### src/rtl/ctbst_pkg.sv
// Package for the CT break supervision timer.
// Holds sizes, field offsets, codes and the per-channel entry layout.
// No dependencies.
package ctbst_pkg;

    localparam int NUM_TIES   = 4;
    localparam int NUM_PHASES = 3;
    localparam int MAG_BITS   = 24;
    localparam int TIME_BITS  = 32;

    localparam int NUM_CH   = NUM_TIES * NUM_PHASES;
    localparam int CH_BITS  = $clog2(NUM_CH);
    localparam int TIE_BITS = 2;
    localparam int PH_BITS  = 2;
    localparam int EV_BITS  = 3;

    localparam int CFG_IDX_BITS  = 2;
    localparam int CFG_DATA_BITS = 32;

    localparam logic [CFG_IDX_BITS-1:0] CFG_BLOCK_THR = 2'd0;
    localparam logic [CFG_IDX_BITS-1:0] CFG_WARN_THR  = 2'd1;
    localparam logic [CFG_IDX_BITS-1:0] CFG_DELAY     = 2'd2;

    localparam logic [MAG_BITS-1:0]  THR_RST   = '1;
    localparam logic [TIME_BITS-1:0] DELAY_RST = TIME_BITS'(300);

    // input tdata layout
    localparam int OFS_OV    = 0;
    localparam int OFS_A     = OFS_OV + MAG_BITS;
    localparam int OFS_B     = OFS_A + MAG_BITS;
    localparam int OFS_TIE   = OFS_B + MAG_BITS;
    localparam int OFS_PH    = OFS_TIE + TIE_BITS;
    localparam int OFS_NOW   = OFS_PH + PH_BITS;
    localparam int S_FIELD_BITS = OFS_NOW + TIME_BITS;
    localparam int S_TDATA_BITS = ((S_FIELD_BITS + 7) / 8) * 8;

    // output tdata layout
    localparam int M_FIELD_BITS = 2 + EV_BITS;
    localparam int M_TDATA_BITS = ((M_FIELD_BITS + 7) / 8) * 8;

    localparam logic [EV_BITS-1:0] EV_NONE    = 3'd0;
    localparam logic [EV_BITS-1:0] EV_BLK_OV  = 3'd1;
    localparam logic [EV_BITS-1:0] EV_BLK_SEC = 3'd2;
    localparam logic [EV_BITS-1:0] EV_WRN_OV  = 3'd3;
    localparam logic [EV_BITS-1:0] EV_WRN_SEC = 3'd4;

    typedef enum logic [2:0] {
        RULE_BLK_OV,
        RULE_BLK_SEC,
        RULE_WRN_OV,
        RULE_WRN_SEC,
        RULE_CLR
    } rule_t;

    typedef struct packed {
        logic [TIME_BITS-1:0] blk_ov;
        logic [TIME_BITS-1:0] blk_sec;
        logic [TIME_BITS-1:0] wrn_ov;
        logic [TIME_BITS-1:0] wrn_sec;
        logic                 blk_flag;
        logic                 wrn_flag;
    } chan_entry_t;

endpackage

### src/rtl/ctbst_chan_update.sv
// Rule engine for one channel entry: steps the selected timer and sets its flag; warn rules also zero the block
// timers and the clear rule zeroes all timers. Depends on ctbst_pkg.
module ctbst_chan_update
    import ctbst_pkg::*;
(
    input  rule_t                rule,
    input  logic [TIME_BITS-1:0] now_time,
    input  logic [TIME_BITS-1:0] delay,
    input  chan_entry_t          cur,
    output chan_entry_t          nxt,
    output logic [EV_BITS-1:0]   event_code
);

    logic [TIME_BITS-1:0] start;
    logic [TIME_BITS-1:0] elapsed;
    logic [TIME_BITS-1:0] new_start;
    logic                 idle;
    logic                 expired;

    always_comb begin
        case (rule)
            RULE_BLK_OV:  start = cur.blk_ov;
            RULE_BLK_SEC: start = cur.blk_sec;
            RULE_WRN_OV:  start = cur.wrn_ov;
            RULE_WRN_SEC: start = cur.wrn_sec;
            default:      start = '0;
        endcase
    end

    assign idle      = (start == '0);
    assign elapsed   = now_time - start;
    assign expired   = !idle && (elapsed > delay);
    assign new_start = idle ? now_time : (expired ? '0 : start);

    always_comb begin
        nxt        = cur;
        event_code = EV_NONE;
        case (rule)
            RULE_BLK_OV: begin
                nxt.blk_ov = new_start;
                if (expired) begin
                    nxt.blk_flag = 1'b1;
                    event_code   = EV_BLK_OV;
                end
            end
            RULE_BLK_SEC: begin
                nxt.blk_sec = new_start;
                if (expired) begin
                    nxt.blk_flag = 1'b1;
                    event_code   = EV_BLK_SEC;
                end
            end
            RULE_WRN_OV: begin
                nxt.blk_ov  = '0;
                nxt.blk_sec = '0;
                nxt.wrn_ov  = new_start;
                if (expired) begin
                    nxt.wrn_flag = 1'b1;
                    event_code   = EV_WRN_OV;
                end
            end
            RULE_WRN_SEC: begin
                nxt.blk_ov  = '0;
                nxt.blk_sec = '0;
                nxt.wrn_sec = new_start;
                if (expired) begin
                    nxt.wrn_flag = 1'b1;
                    event_code   = EV_WRN_SEC;
                end
            end
            default: begin
                nxt.blk_ov  = '0;
                nxt.blk_sec = '0;
                nxt.wrn_ov  = '0;
                nxt.wrn_sec = '0;
            end
        endcase
    end

endmodule

### src/rtl/ct_break_supervision_timer.sv
// Path: an accepted item is held in stage 1 while the table is read, then updated into the output register (m_tvalid).
// Throughput: one item per cycle while m_tready does not hold the output; the channel table is read into a
// register on accept and written back as stage 1 moves on, with a one-entry forward for back-to-back same channel.
// Reset: synchronous, active low; clears config to defaults, entry valid bits,
// pipeline and output valids. No clearing pass: invalid entries read as idle.
// Depends on ctbst_pkg and ctbst_chan_update.
module ct_break_supervision_timer
    import ctbst_pkg::*;
(
    input  logic                     aclk,
    input  logic                     aresetn,
    // cfg channel
    input  logic                     cfg_valid,
    output logic                     cfg_ready,
    input  logic [CFG_IDX_BITS-1:0]  cfg_index,
    input  logic [CFG_DATA_BITS-1:0] cfg_data,
    // input items
    input  logic                     s_tvalid,
    output logic                     s_tready,
    // overall_diff_mag, section_a_diff_mag, section_b_diff_mag, tie_index,
    // phase_index, now_time, zero pad
    input  logic [S_TDATA_BITS-1:0]  s_tdata,
    // result items
    output logic                     m_tvalid,
    input  logic                     m_tready,
    // block_flag, warn_flag, event_code, zero pad
    output logic [M_TDATA_BITS-1:0]  m_tdata
);

    logic [MAG_BITS-1:0]  blk_thr_reg;
    logic [MAG_BITS-1:0]  wrn_thr_reg;
    logic [TIME_BITS-1:0] delay_reg;

    chan_entry_t          mem [NUM_CH];
    logic [NUM_CH-1:0]    ent_valid_reg;
    chan_entry_t          rd_data_reg;
    logic                 rd_valid_reg;

    logic                 s1_valid_reg;
    logic                 s1_inrange_reg;
    logic [CH_BITS-1:0]   s1_ch_reg;
    rule_t                s1_rule_reg;
    logic [TIME_BITS-1:0] s1_now_reg;

    chan_entry_t          fwd_data_reg;
    logic [CH_BITS-1:0]   fwd_ch_reg;
    logic                 fwd_valid_reg;

    logic                 m_valid_reg;
    logic [M_FIELD_BITS-1:0] m_data_reg;

    logic [MAG_BITS-1:0]  in_ov, in_a, in_b;
    logic [TIE_BITS-1:0]  in_tie;
    logic [PH_BITS-1:0]   in_ph;
    logic [TIME_BITS-1:0] in_now;
    logic                 in_range;
    logic [CH_BITS-1:0]   in_ch;
    rule_t                in_rule;

    logic                 out_free;
    logic                 s_accept;
    logic                 s1_fire;
    logic                 mem_we;
    chan_entry_t          cur_entry;
    chan_entry_t          nxt_entry;
    logic [EV_BITS-1:0]   ev_code;
    logic [M_FIELD_BITS-1:0] result;

    assign cfg_ready = 1'b1;

    always_ff @(posedge aclk) begin
        if (!aresetn) begin
            blk_thr_reg <= THR_RST;
            wrn_thr_reg <= THR_RST;
            delay_reg   <= DELAY_RST;
        end else if (cfg_valid) begin
            unique case (cfg_index)
                CFG_BLOCK_THR: blk_thr_reg <= cfg_data[MAG_BITS-1:0];
                CFG_WARN_THR:  wrn_thr_reg <= cfg_data[MAG_BITS-1:0];
                CFG_DELAY:     delay_reg   <= cfg_data[TIME_BITS-1:0];
                default: ;
            endcase
        end
    end

    // input decode and rule selection
    assign in_ov  = s_tdata[OFS_OV +: MAG_BITS];
    assign in_a   = s_tdata[OFS_A +: MAG_BITS];
    assign in_b   = s_tdata[OFS_B +: MAG_BITS];
    assign in_tie = s_tdata[OFS_TIE +: TIE_BITS];
    assign in_ph  = s_tdata[OFS_PH +: PH_BITS];
    assign in_now = s_tdata[OFS_NOW +: TIME_BITS];

    assign in_range = (int'(in_tie) < NUM_TIES) && (int'(in_ph) < NUM_PHASES);
    assign in_ch    = in_range ? CH_BITS'(CH_BITS'(in_tie) * CH_BITS'(NUM_PHASES)
                                          + CH_BITS'(in_ph))
                               : '0;

    always_comb begin
        if (in_ov > blk_thr_reg) begin
            in_rule = RULE_BLK_OV;
        end else if (in_a > blk_thr_reg && in_b > blk_thr_reg) begin
            in_rule = RULE_BLK_SEC;
        end else if (in_ov > wrn_thr_reg) begin
            in_rule = RULE_WRN_OV;
        end else if (in_a > wrn_thr_reg && in_b > wrn_thr_reg) begin
            in_rule = RULE_WRN_SEC;
        end else begin
            in_rule = RULE_CLR;
        end
    end

    // handshake
    assign out_free = !m_valid_reg || m_tready;
    assign s_tready = !s1_valid_reg || out_free;
    assign s_accept = s_tvalid && s_tready;
    assign s1_fire  = s1_valid_reg && out_free;
    assign mem_we   = s1_fire && s1_inrange_reg;

    // channel table
    always_ff @(posedge aclk) begin
        if (mem_we) begin
            mem[s1_ch_reg] <= nxt_entry;
        end
        if (s_tready) begin
            rd_data_reg <= mem[in_ch];
        end
    end

    always_ff @(posedge aclk) begin
        if (!aresetn) begin
            ent_valid_reg <= '0;
            rd_valid_reg  <= 1'b0;
            fwd_valid_reg <= 1'b0;
        end else begin
            if (mem_we) begin
                ent_valid_reg[s1_ch_reg] <= 1'b1;
                fwd_valid_reg            <= 1'b1;
            end
            if (s_tready) begin
                rd_valid_reg <= ent_valid_reg[in_ch];
            end
        end
    end

    always_ff @(posedge aclk) begin
        if (mem_we) begin
            fwd_data_reg <= nxt_entry;
            fwd_ch_reg   <= s1_ch_reg;
        end
    end

    // stage 1 pipeline
    always_ff @(posedge aclk) begin
        if (!aresetn) begin
            s1_valid_reg <= 1'b0;
        end else if (s_tready) begin
            s1_valid_reg <= s_tvalid;
        end
    end

    always_ff @(posedge aclk) begin
        if (s_accept) begin
            s1_inrange_reg <= in_range;
            s1_ch_reg      <= in_ch;
            s1_rule_reg    <= in_rule;
            s1_now_reg     <= in_now;
        end
    end

    // last write wins over the registered read
    always_comb begin
        if (fwd_valid_reg && fwd_ch_reg == s1_ch_reg) begin
            cur_entry = fwd_data_reg;
        end else if (rd_valid_reg) begin
            cur_entry = rd_data_reg;
        end else begin
            cur_entry = '0;
        end
    end

    ctbst_chan_update u_update (
        .rule       (s1_rule_reg),
        .now_time   (s1_now_reg),
        .delay      (delay_reg),
        .cur        (cur_entry),
        .nxt        (nxt_entry),
        .event_code (ev_code)
    );

    assign result = s1_inrange_reg ? {ev_code, nxt_entry.wrn_flag, nxt_entry.blk_flag}
                                   : '0;

    // output register
    always_ff @(posedge aclk) begin
        if (!aresetn) begin
            m_valid_reg <= 1'b0;
        end else if (out_free) begin
            m_valid_reg <= s1_valid_reg;
        end
    end

    always_ff @(posedge aclk) begin
        if (s1_fire) begin
            m_data_reg <= result;
        end
    end

    assign m_tvalid = m_valid_reg;
    assign m_tdata  = {{(M_TDATA_BITS - M_FIELD_BITS){1'b0}}, m_data_reg};

    // checks
    a_blk_event_flag: assert property (@(posedge aclk) disable iff (!aresetn)
        m_tvalid && (m_tdata[4:2] == EV_BLK_OV || m_tdata[4:2] == EV_BLK_SEC)
        |-> m_tdata[0])
        else $error("block event without block flag");

    a_wrn_event_flag: assert property (@(posedge aclk) disable iff (!aresetn)
        m_tvalid && (m_tdata[4:2] == EV_WRN_OV || m_tdata[4:2] == EV_WRN_SEC)
        |-> m_tdata[1])
        else $error("warn event without warn flag");

    a_event_range: assert property (@(posedge aclk) disable iff (!aresetn)
        m_tvalid |-> m_tdata[4:2] <= EV_WRN_SEC)
        else $error("event code out of range");

    a_write_needs_item: assert property (@(posedge aclk) disable iff (!aresetn)
        mem_we |-> s1_valid_reg && out_free)
        else $error("table write without an item in stage 1");

    a_fill_entry_valid: assert property (@(posedge aclk) disable iff (!aresetn)
        mem_we |=> ent_valid_reg[$past(s1_ch_reg)] && fwd_valid_reg)
        else $error("written entry not marked valid");

endmodule
### config.mk
export PLATFORM = sky130hd
export DESIGN_NAME = ct_break_supervision_timer
export DESIGN_NICKNAME = d
export VERILOG_FILES = /design/src/rtl/ctbst_pkg.sv /design/src/rtl/ctbst_chan_update.sv /design/src/rtl/ct_break_supervision_timer.sv
export SDC_FILE = /design/constraint.sdc
export NUM_CORES = 2
export LEC_CHECK = 0
export ABC_AREA = 1
export BUFFER_PORTS_ARGS = -buffer_cell sky130_fd_sc_hd__buf_4
export CAP_MARGIN = 10
export CORE_ASPECT_RATIO = 0.75
export CORE_UTILIZATION = 45
export DETAILED_ROUTE_END_ITERATION = 7
export GPL_TIMING_DRIVEN = 0
export PLACE_DENSITY = 0.63
export SYNTH_ARGS = -nofsm -noshare
export SYNTH_HDL_FRONTEND = slang
export SYNTH_SLANG_ARGS = --single-unit
### constraint.sdc
create_clock -name aclk -period 18.96 [get_ports aclk]
set_clock_uncertainty 0.05 [all_clocks]
set_input_delay 3.792 -clock aclk [delete_from_list [all_inputs] [get_ports aclk]]
set_output_delay 3.792 -clock aclk [all_outputs]
set_load 0.05 [all_outputs]
==> After elaboration in Yosys (flattened, before gate mapping) <==
Memories as Yosys holds them, arrays and structs flattened. A register that Yosys moved wholly into a read port is not among the register bits.
Cells that the tools add are included.
{ "word_totals": {"register_bits": 275, "mem_bits_rw": 1560, "inputBits": 151, "word_cells": 97, "mem_count": 1} }
{ "memory_table": {"columns": ["name", "words", "width", "rd", "rd_clocked_by_memory_dff", "write_ports", "line", "text"], "rows": [
  ["mem", 12, 130, 1, 1, 1, "ct_break_supervision_timer.sv:34", "chan_entry_t mem [NUM_CH];"]
]} }
{ "op_classes": {"add_sub_neg": 2, "mul": 1, "magnitude_cmp": 11, "eq_ne": 6, "mux": 28, "bitwise": 1, "reduce_logical": 25} }
{ "op_table": {"columns": ["operator", "n"], "rows": [
  ["130-bit two-way mux", 2],
  ["32-bit case mux with 2 select lines", 4],
  ["24-bit > comparator", 6],
  ["32-bit case mux with 4 select lines", 1],
  ["32-bit two-way mux", 2],
  ["32-bit > comparator", 1],
  ["32-bit logical NOT", 1],
  ["32-bit subtractor", 1],
  ["12-bit OR", 1],
  ["3-bit case mux with 4 select lines", 1],
  ["4-bit by 5-bit less-than comparator with 1-bit output (second input constant)", 2],
  ["1-bit two-way mux", 10],
  ["3-bit OR reduction", 3],
  ["1-bit logical AND", 8],
  ["3-bit by 2-bit equality test with 1-bit output (second input constant)", 2],
  ["2-bit two-way mux", 3],
  ["3-bit two-way mux", 2],
  ["2-bit AND reduction", 3],
  ["2-bit OR reduction", 3],
  ["4-bit by 2-bit adder with 4-bit output", 1],
  ["1-bit binary-select mux with 4-bit select", 1],
  ["1-bit demux with 4-bit select", 1],
  ["4-bit equality test", 1],
  ["4-bit by 1-bit greater-or-equal comparator with 1-bit output (second input constant)", 1],
  ["other kinds (10)", 13]
]} }

==> Logic depth before layout (Yosys ltp) <==
{ "logic_depth": {"word_depth": 10, "depth_mapped": 40, "mapped_depth_nobuf": 38} }

==> Hierarchy <==
Synthesis repeated with hierarchy kept, for this count alone.
{ "unflattened": {"cells_unflattened": 6981, "hier_area_um2": 83864.2} }
{ "modules_own_cells": {"columns": ["mod", "n_inst", "cells_each", "area_each_um2"], "rows": [
  ["ct_break_supervision_timer", 1, 5683, 77797.1],
  ["ctbst_chan_update", 1, 1298, 6067.1]
]} }

==> Least setup slack after synthesis <==
OpenSTA, ideal clock, no wires.
{ "synth_timing": {"path_type": "input port to flip-flop", "from": "in m_tready", "to": "mem mem[10][0] in the netlist's numbering, enable pin", "setup_time_ns": 0.621, "arrival_ns": 16.340, "t_required_ns": 18.289, "path_slack_ns": 1.948, "cell_stages": 6, "n_path_buf": 0, "cell_sequence": "inv_1 > nand2_1 > nand2_1 > nor2_1 > nand3_1 > nor2_1"} }
{ "synth_via": {"elab_chain_len": 5} }
{ "synth_rtl": {"columns": ["element", "line", "text"], "rows": [
  ["from (decl)", "ct_break_supervision_timer.sv:25", "input logic m_tready,"],
  ["1-bit logical OR", "ct_break_supervision_timer.sv:114", "assign out_free = !m_valid_reg || m_tready;"],
  ["1-bit logical AND", "ct_break_supervision_timer.sv:117", "assign s1_fire = s1_valid_reg && out_free;"],
  ["1-bit logical AND", "ct_break_supervision_timer.sv:118", "assign mem_we = s1_fire && s1_inrange_reg;"],
  ["named net mem_we", "ct_break_supervision_timer.sv:63", "logic mem_we;"],
  ["1-bit two-way mux", "ct_break_supervision_timer.sv:122", "if (mem_we) begin"],
  ["1-bit two-way mux (implied by the code)", "ct_break_supervision_timer.sv:123", "mem[s1_ch_reg] <= nxt_entry;"],
  ["to (decl)", "ct_break_supervision_timer.sv:34", null]
]} }
The timed path passes the listed nets, and every way through them passes these cells.

==> impl_metrics.json <==
{
  "status": "finished clean",
  "place_ws_ps": 9981,
  "hold_start": "delay_reg[10]",
  "hold_viol_final": 0,
  "reg2reg_depth": 31,
  "max_freq_mhz": 108.0,
  "max_stage_delay_ps": 740,
  "syn_area_mm2": 0.08491,
  "die_h_um": 378.2,
  "root_buffer": "clkbuf_16",
  "synth_cells": 6796,
  "grt_pass1_vias": 57570,
  "p_clk_frac": 0.344,
  "ys.warnings.count": 0,
  "p_switching_uw": 3338,
  "end_kind": "register",
  "antenna_found_initial": 26,
  "relSlewSlack": 0.09730,
  "rr_endpoint": "mem[4][68]",
  "design_area_mm2": 0.09719,
  "routed_wl_mm": 311.2,
  "clk_pin_slew_ps": 60,
  "io_buffers": 152,
  "synth_seq_cells": 1965,
  "drc": 0,
  "htreeDepth": 4,
  "comb_power_share": 0.188,
  "finalCritPeriodShare": 0.4884,
  "arrival_ps": 9730,
  "path_class": "register to register",
  "hp-class": "register to register",
  "slew_viol_final": 0,
  "drtAntennaViolNets": 0,
  "ioPinCount": 162,
  "power_frac_seq": 0.468,
  "power_density_mw_per_mm2": 112.0,
  "grt_pass1_wl_mm": 432.0,
  "start_kind": "register",
  "yosysTopAreaCell": "edfxtp_1",
  "yosysMostFrequentCell": "edfxtp_1",
  "postCtsSetupBuffers": 0,
  "clock_path_buffers": 3,
  "worstPathRequired_ps": 19430,
  "async_reset_ff_frac": 0,
  "peakVddDrop_mv": 0.08770,
  "vias": 61510,
  "startpoint": "s1_rule_reg[2]",
  "place_congestion": 1.069,
  "ys.flop_type": "edfxtp_1",
  "hpwl_mm": 229.9,
  "syn_area_per_cell_um2": 12.49,
  "worst_slack_ps": 9700,
  "p_total_uw": 10880,
  "via_per_inst": 6.210,
  "tns_ps": 0,
  "dieWidth_um": 503.6,
  "insertion_delay_ps": 870,
  "fp.dieArea_mm2": 0.1904,
  "dpl-instance-area_mm2": 0.09111,
  "ys_top_cells_by_count": "1,869 x edfxtp_1, 897 x nor2_1, 739 x nand2_1, 466 x o21ai_0, 419 x nand3_1",
  "setup_viol": 0,
  "yosysTopAreaCellShare": 0.6610,
  "initial_core_util": 0.4549,
  "grt_max_degree": 50,
  "min_period_ps": 9260,
  "yosysSeqAreaShare": 0.6836,
  "cts_buffers": 187,
  "clock_sinks": 1965,
  "cts-hold-fix-buffers": 0,
  "fin_nets": 7589,
  "intPower_uw": 7544,
  "rsz0062_at_grt": "no",
  "worst_pin_slew_ps": 1354,
  "drt_pass1_iterations": 6,
  "swShare": 0.3067,
  "row_count": 137,
  "cts_tree": "done",
  "wire_per_inst_um": 31.42,
  "drtIter0Drc": 9344,
  "min_to": "delay_reg[10]",
  "hold_depth": 2,
  "ctsResizeCount": 0,
  "gr-total-overflow": 0,
  "slowest_stage": "clkbuf_1",
  "grt_use_total": 0.3244,
  "cp_max_fo": 13,
  "reg2reg_slack_ps": 9700,
  "rr_startpoint": "s1_rule_reg[2]",
  "post-route-util": 0.5207,
  "synth.area.top_cells": "edfxtp_1 66%, nor2_1 4.0%, nand2_1 3.3%",
  "path_common_cell": "nand2_1",
  "core_mm2": 0.1867,
  "synthDistinctLibCells": 57,
  "synth_edf_count": 1869,
  "maxCapViolCount": 0,
  "syn2layout_area_growth_pct": 14.47,
  "drive_gt1_frac": 0.09798,
  "largest_reg_flops": 1560,
  "power_leakage_uw": 0.03550
}
## worst max-delay path by stage
stage | endpoint | cells past startpoint
after floorplan | mem[10][0] | 6
after global placement | mem[9][99] | 7
after detailed placement | rd_data_reg[29] | 10
after CTS | mem[0][68] | 31
after global routing | mem[6][69] | 31
final | mem[4][68] | 31
## worst max-delay path, delay by kind of cell, from the launching register on
kind	cells	cell delay (ps)
DFF	1	530
adders and majority gates	3	850
AOI/OAI and AO/OA	6	1790
buffers and inverters	5	1310
xor gates and xnor gates	1	170
and+or+nand+nor	16	4220
## power by group through the flow
stage               sequential [uW]  combinational (uW)  clock, uW
finish                         5090                2050       3740
global route                   5090                2130       3930
CTS                            5080                1980       3760
detailed placement             5170                1970          0
global placement               5190                1920          0
floorplan                      5100                1090          0
## cells in the final DEF (no fill, tap or decap), drive strengths merged, types with 81 or more instances in the layout
master,instances
nand2,771
edfxtp,1869
ha,210
a22o,130
o221ai,267
nand3,421
nor2,926
inv,326
nand4,120
clkbuf,581
dfxtp,96
o311ai,130
a21oi,150
clkinv,81
o21ai,467
a31oi,137
buf,339
o22ai,132
## final cells by class
| type | count | area [um2] |
|---|---|---|
| Multi-Input combinational cell | 4054 | 23580 |
| Tap cell | 2502 | 3131 |
| Inverter | 320 | 1201 |
| Clock inverter | 108 | 1050 |
| Clock buffer | 235 | 4952 |
| Fill cell | 15840 | 89480 |
| Sequential cell | 1965 | 58050 |
| Timing Repair Buffer | 238 | 2948 |
| Buffer | 459 | 2232 |
| Antenna cell | 24 | 60.06 |
## cell families after synthesis
group                      count (synthesis)  share of synthesized area
buffers and inverters                    779                    0.04011
adders and majority gates                213                    0.03165
other                                      2                 0.00008845
xor gates and xnor gates                  30                   0.003094
AOI/OAI and AO/OA                       1506                     0.1191
and+or+nand+nor                         2301                     0.1224
DFF                                     1965                     0.6836
## through the flow
stage	hold WS (ps)	instances
final	412.7	9905
after global routing	429.0	9886
after CTS	415.7	9879
after floorplan	384.8	6798
after global placement	394.8	9452
after detailed placement	406.5	9536
## metal layers
layer	vias to the layer above	part of all wire	GRT usage
li1	26440	-	-
met1	31020	0.44	0.4886
met2	3633	0.40	0.4420
met3	408	0.13	0.1036
met4	14	0.029	0.09503
met5	-	0.00053	0.002817
Power figures use the tool's default switching activity.
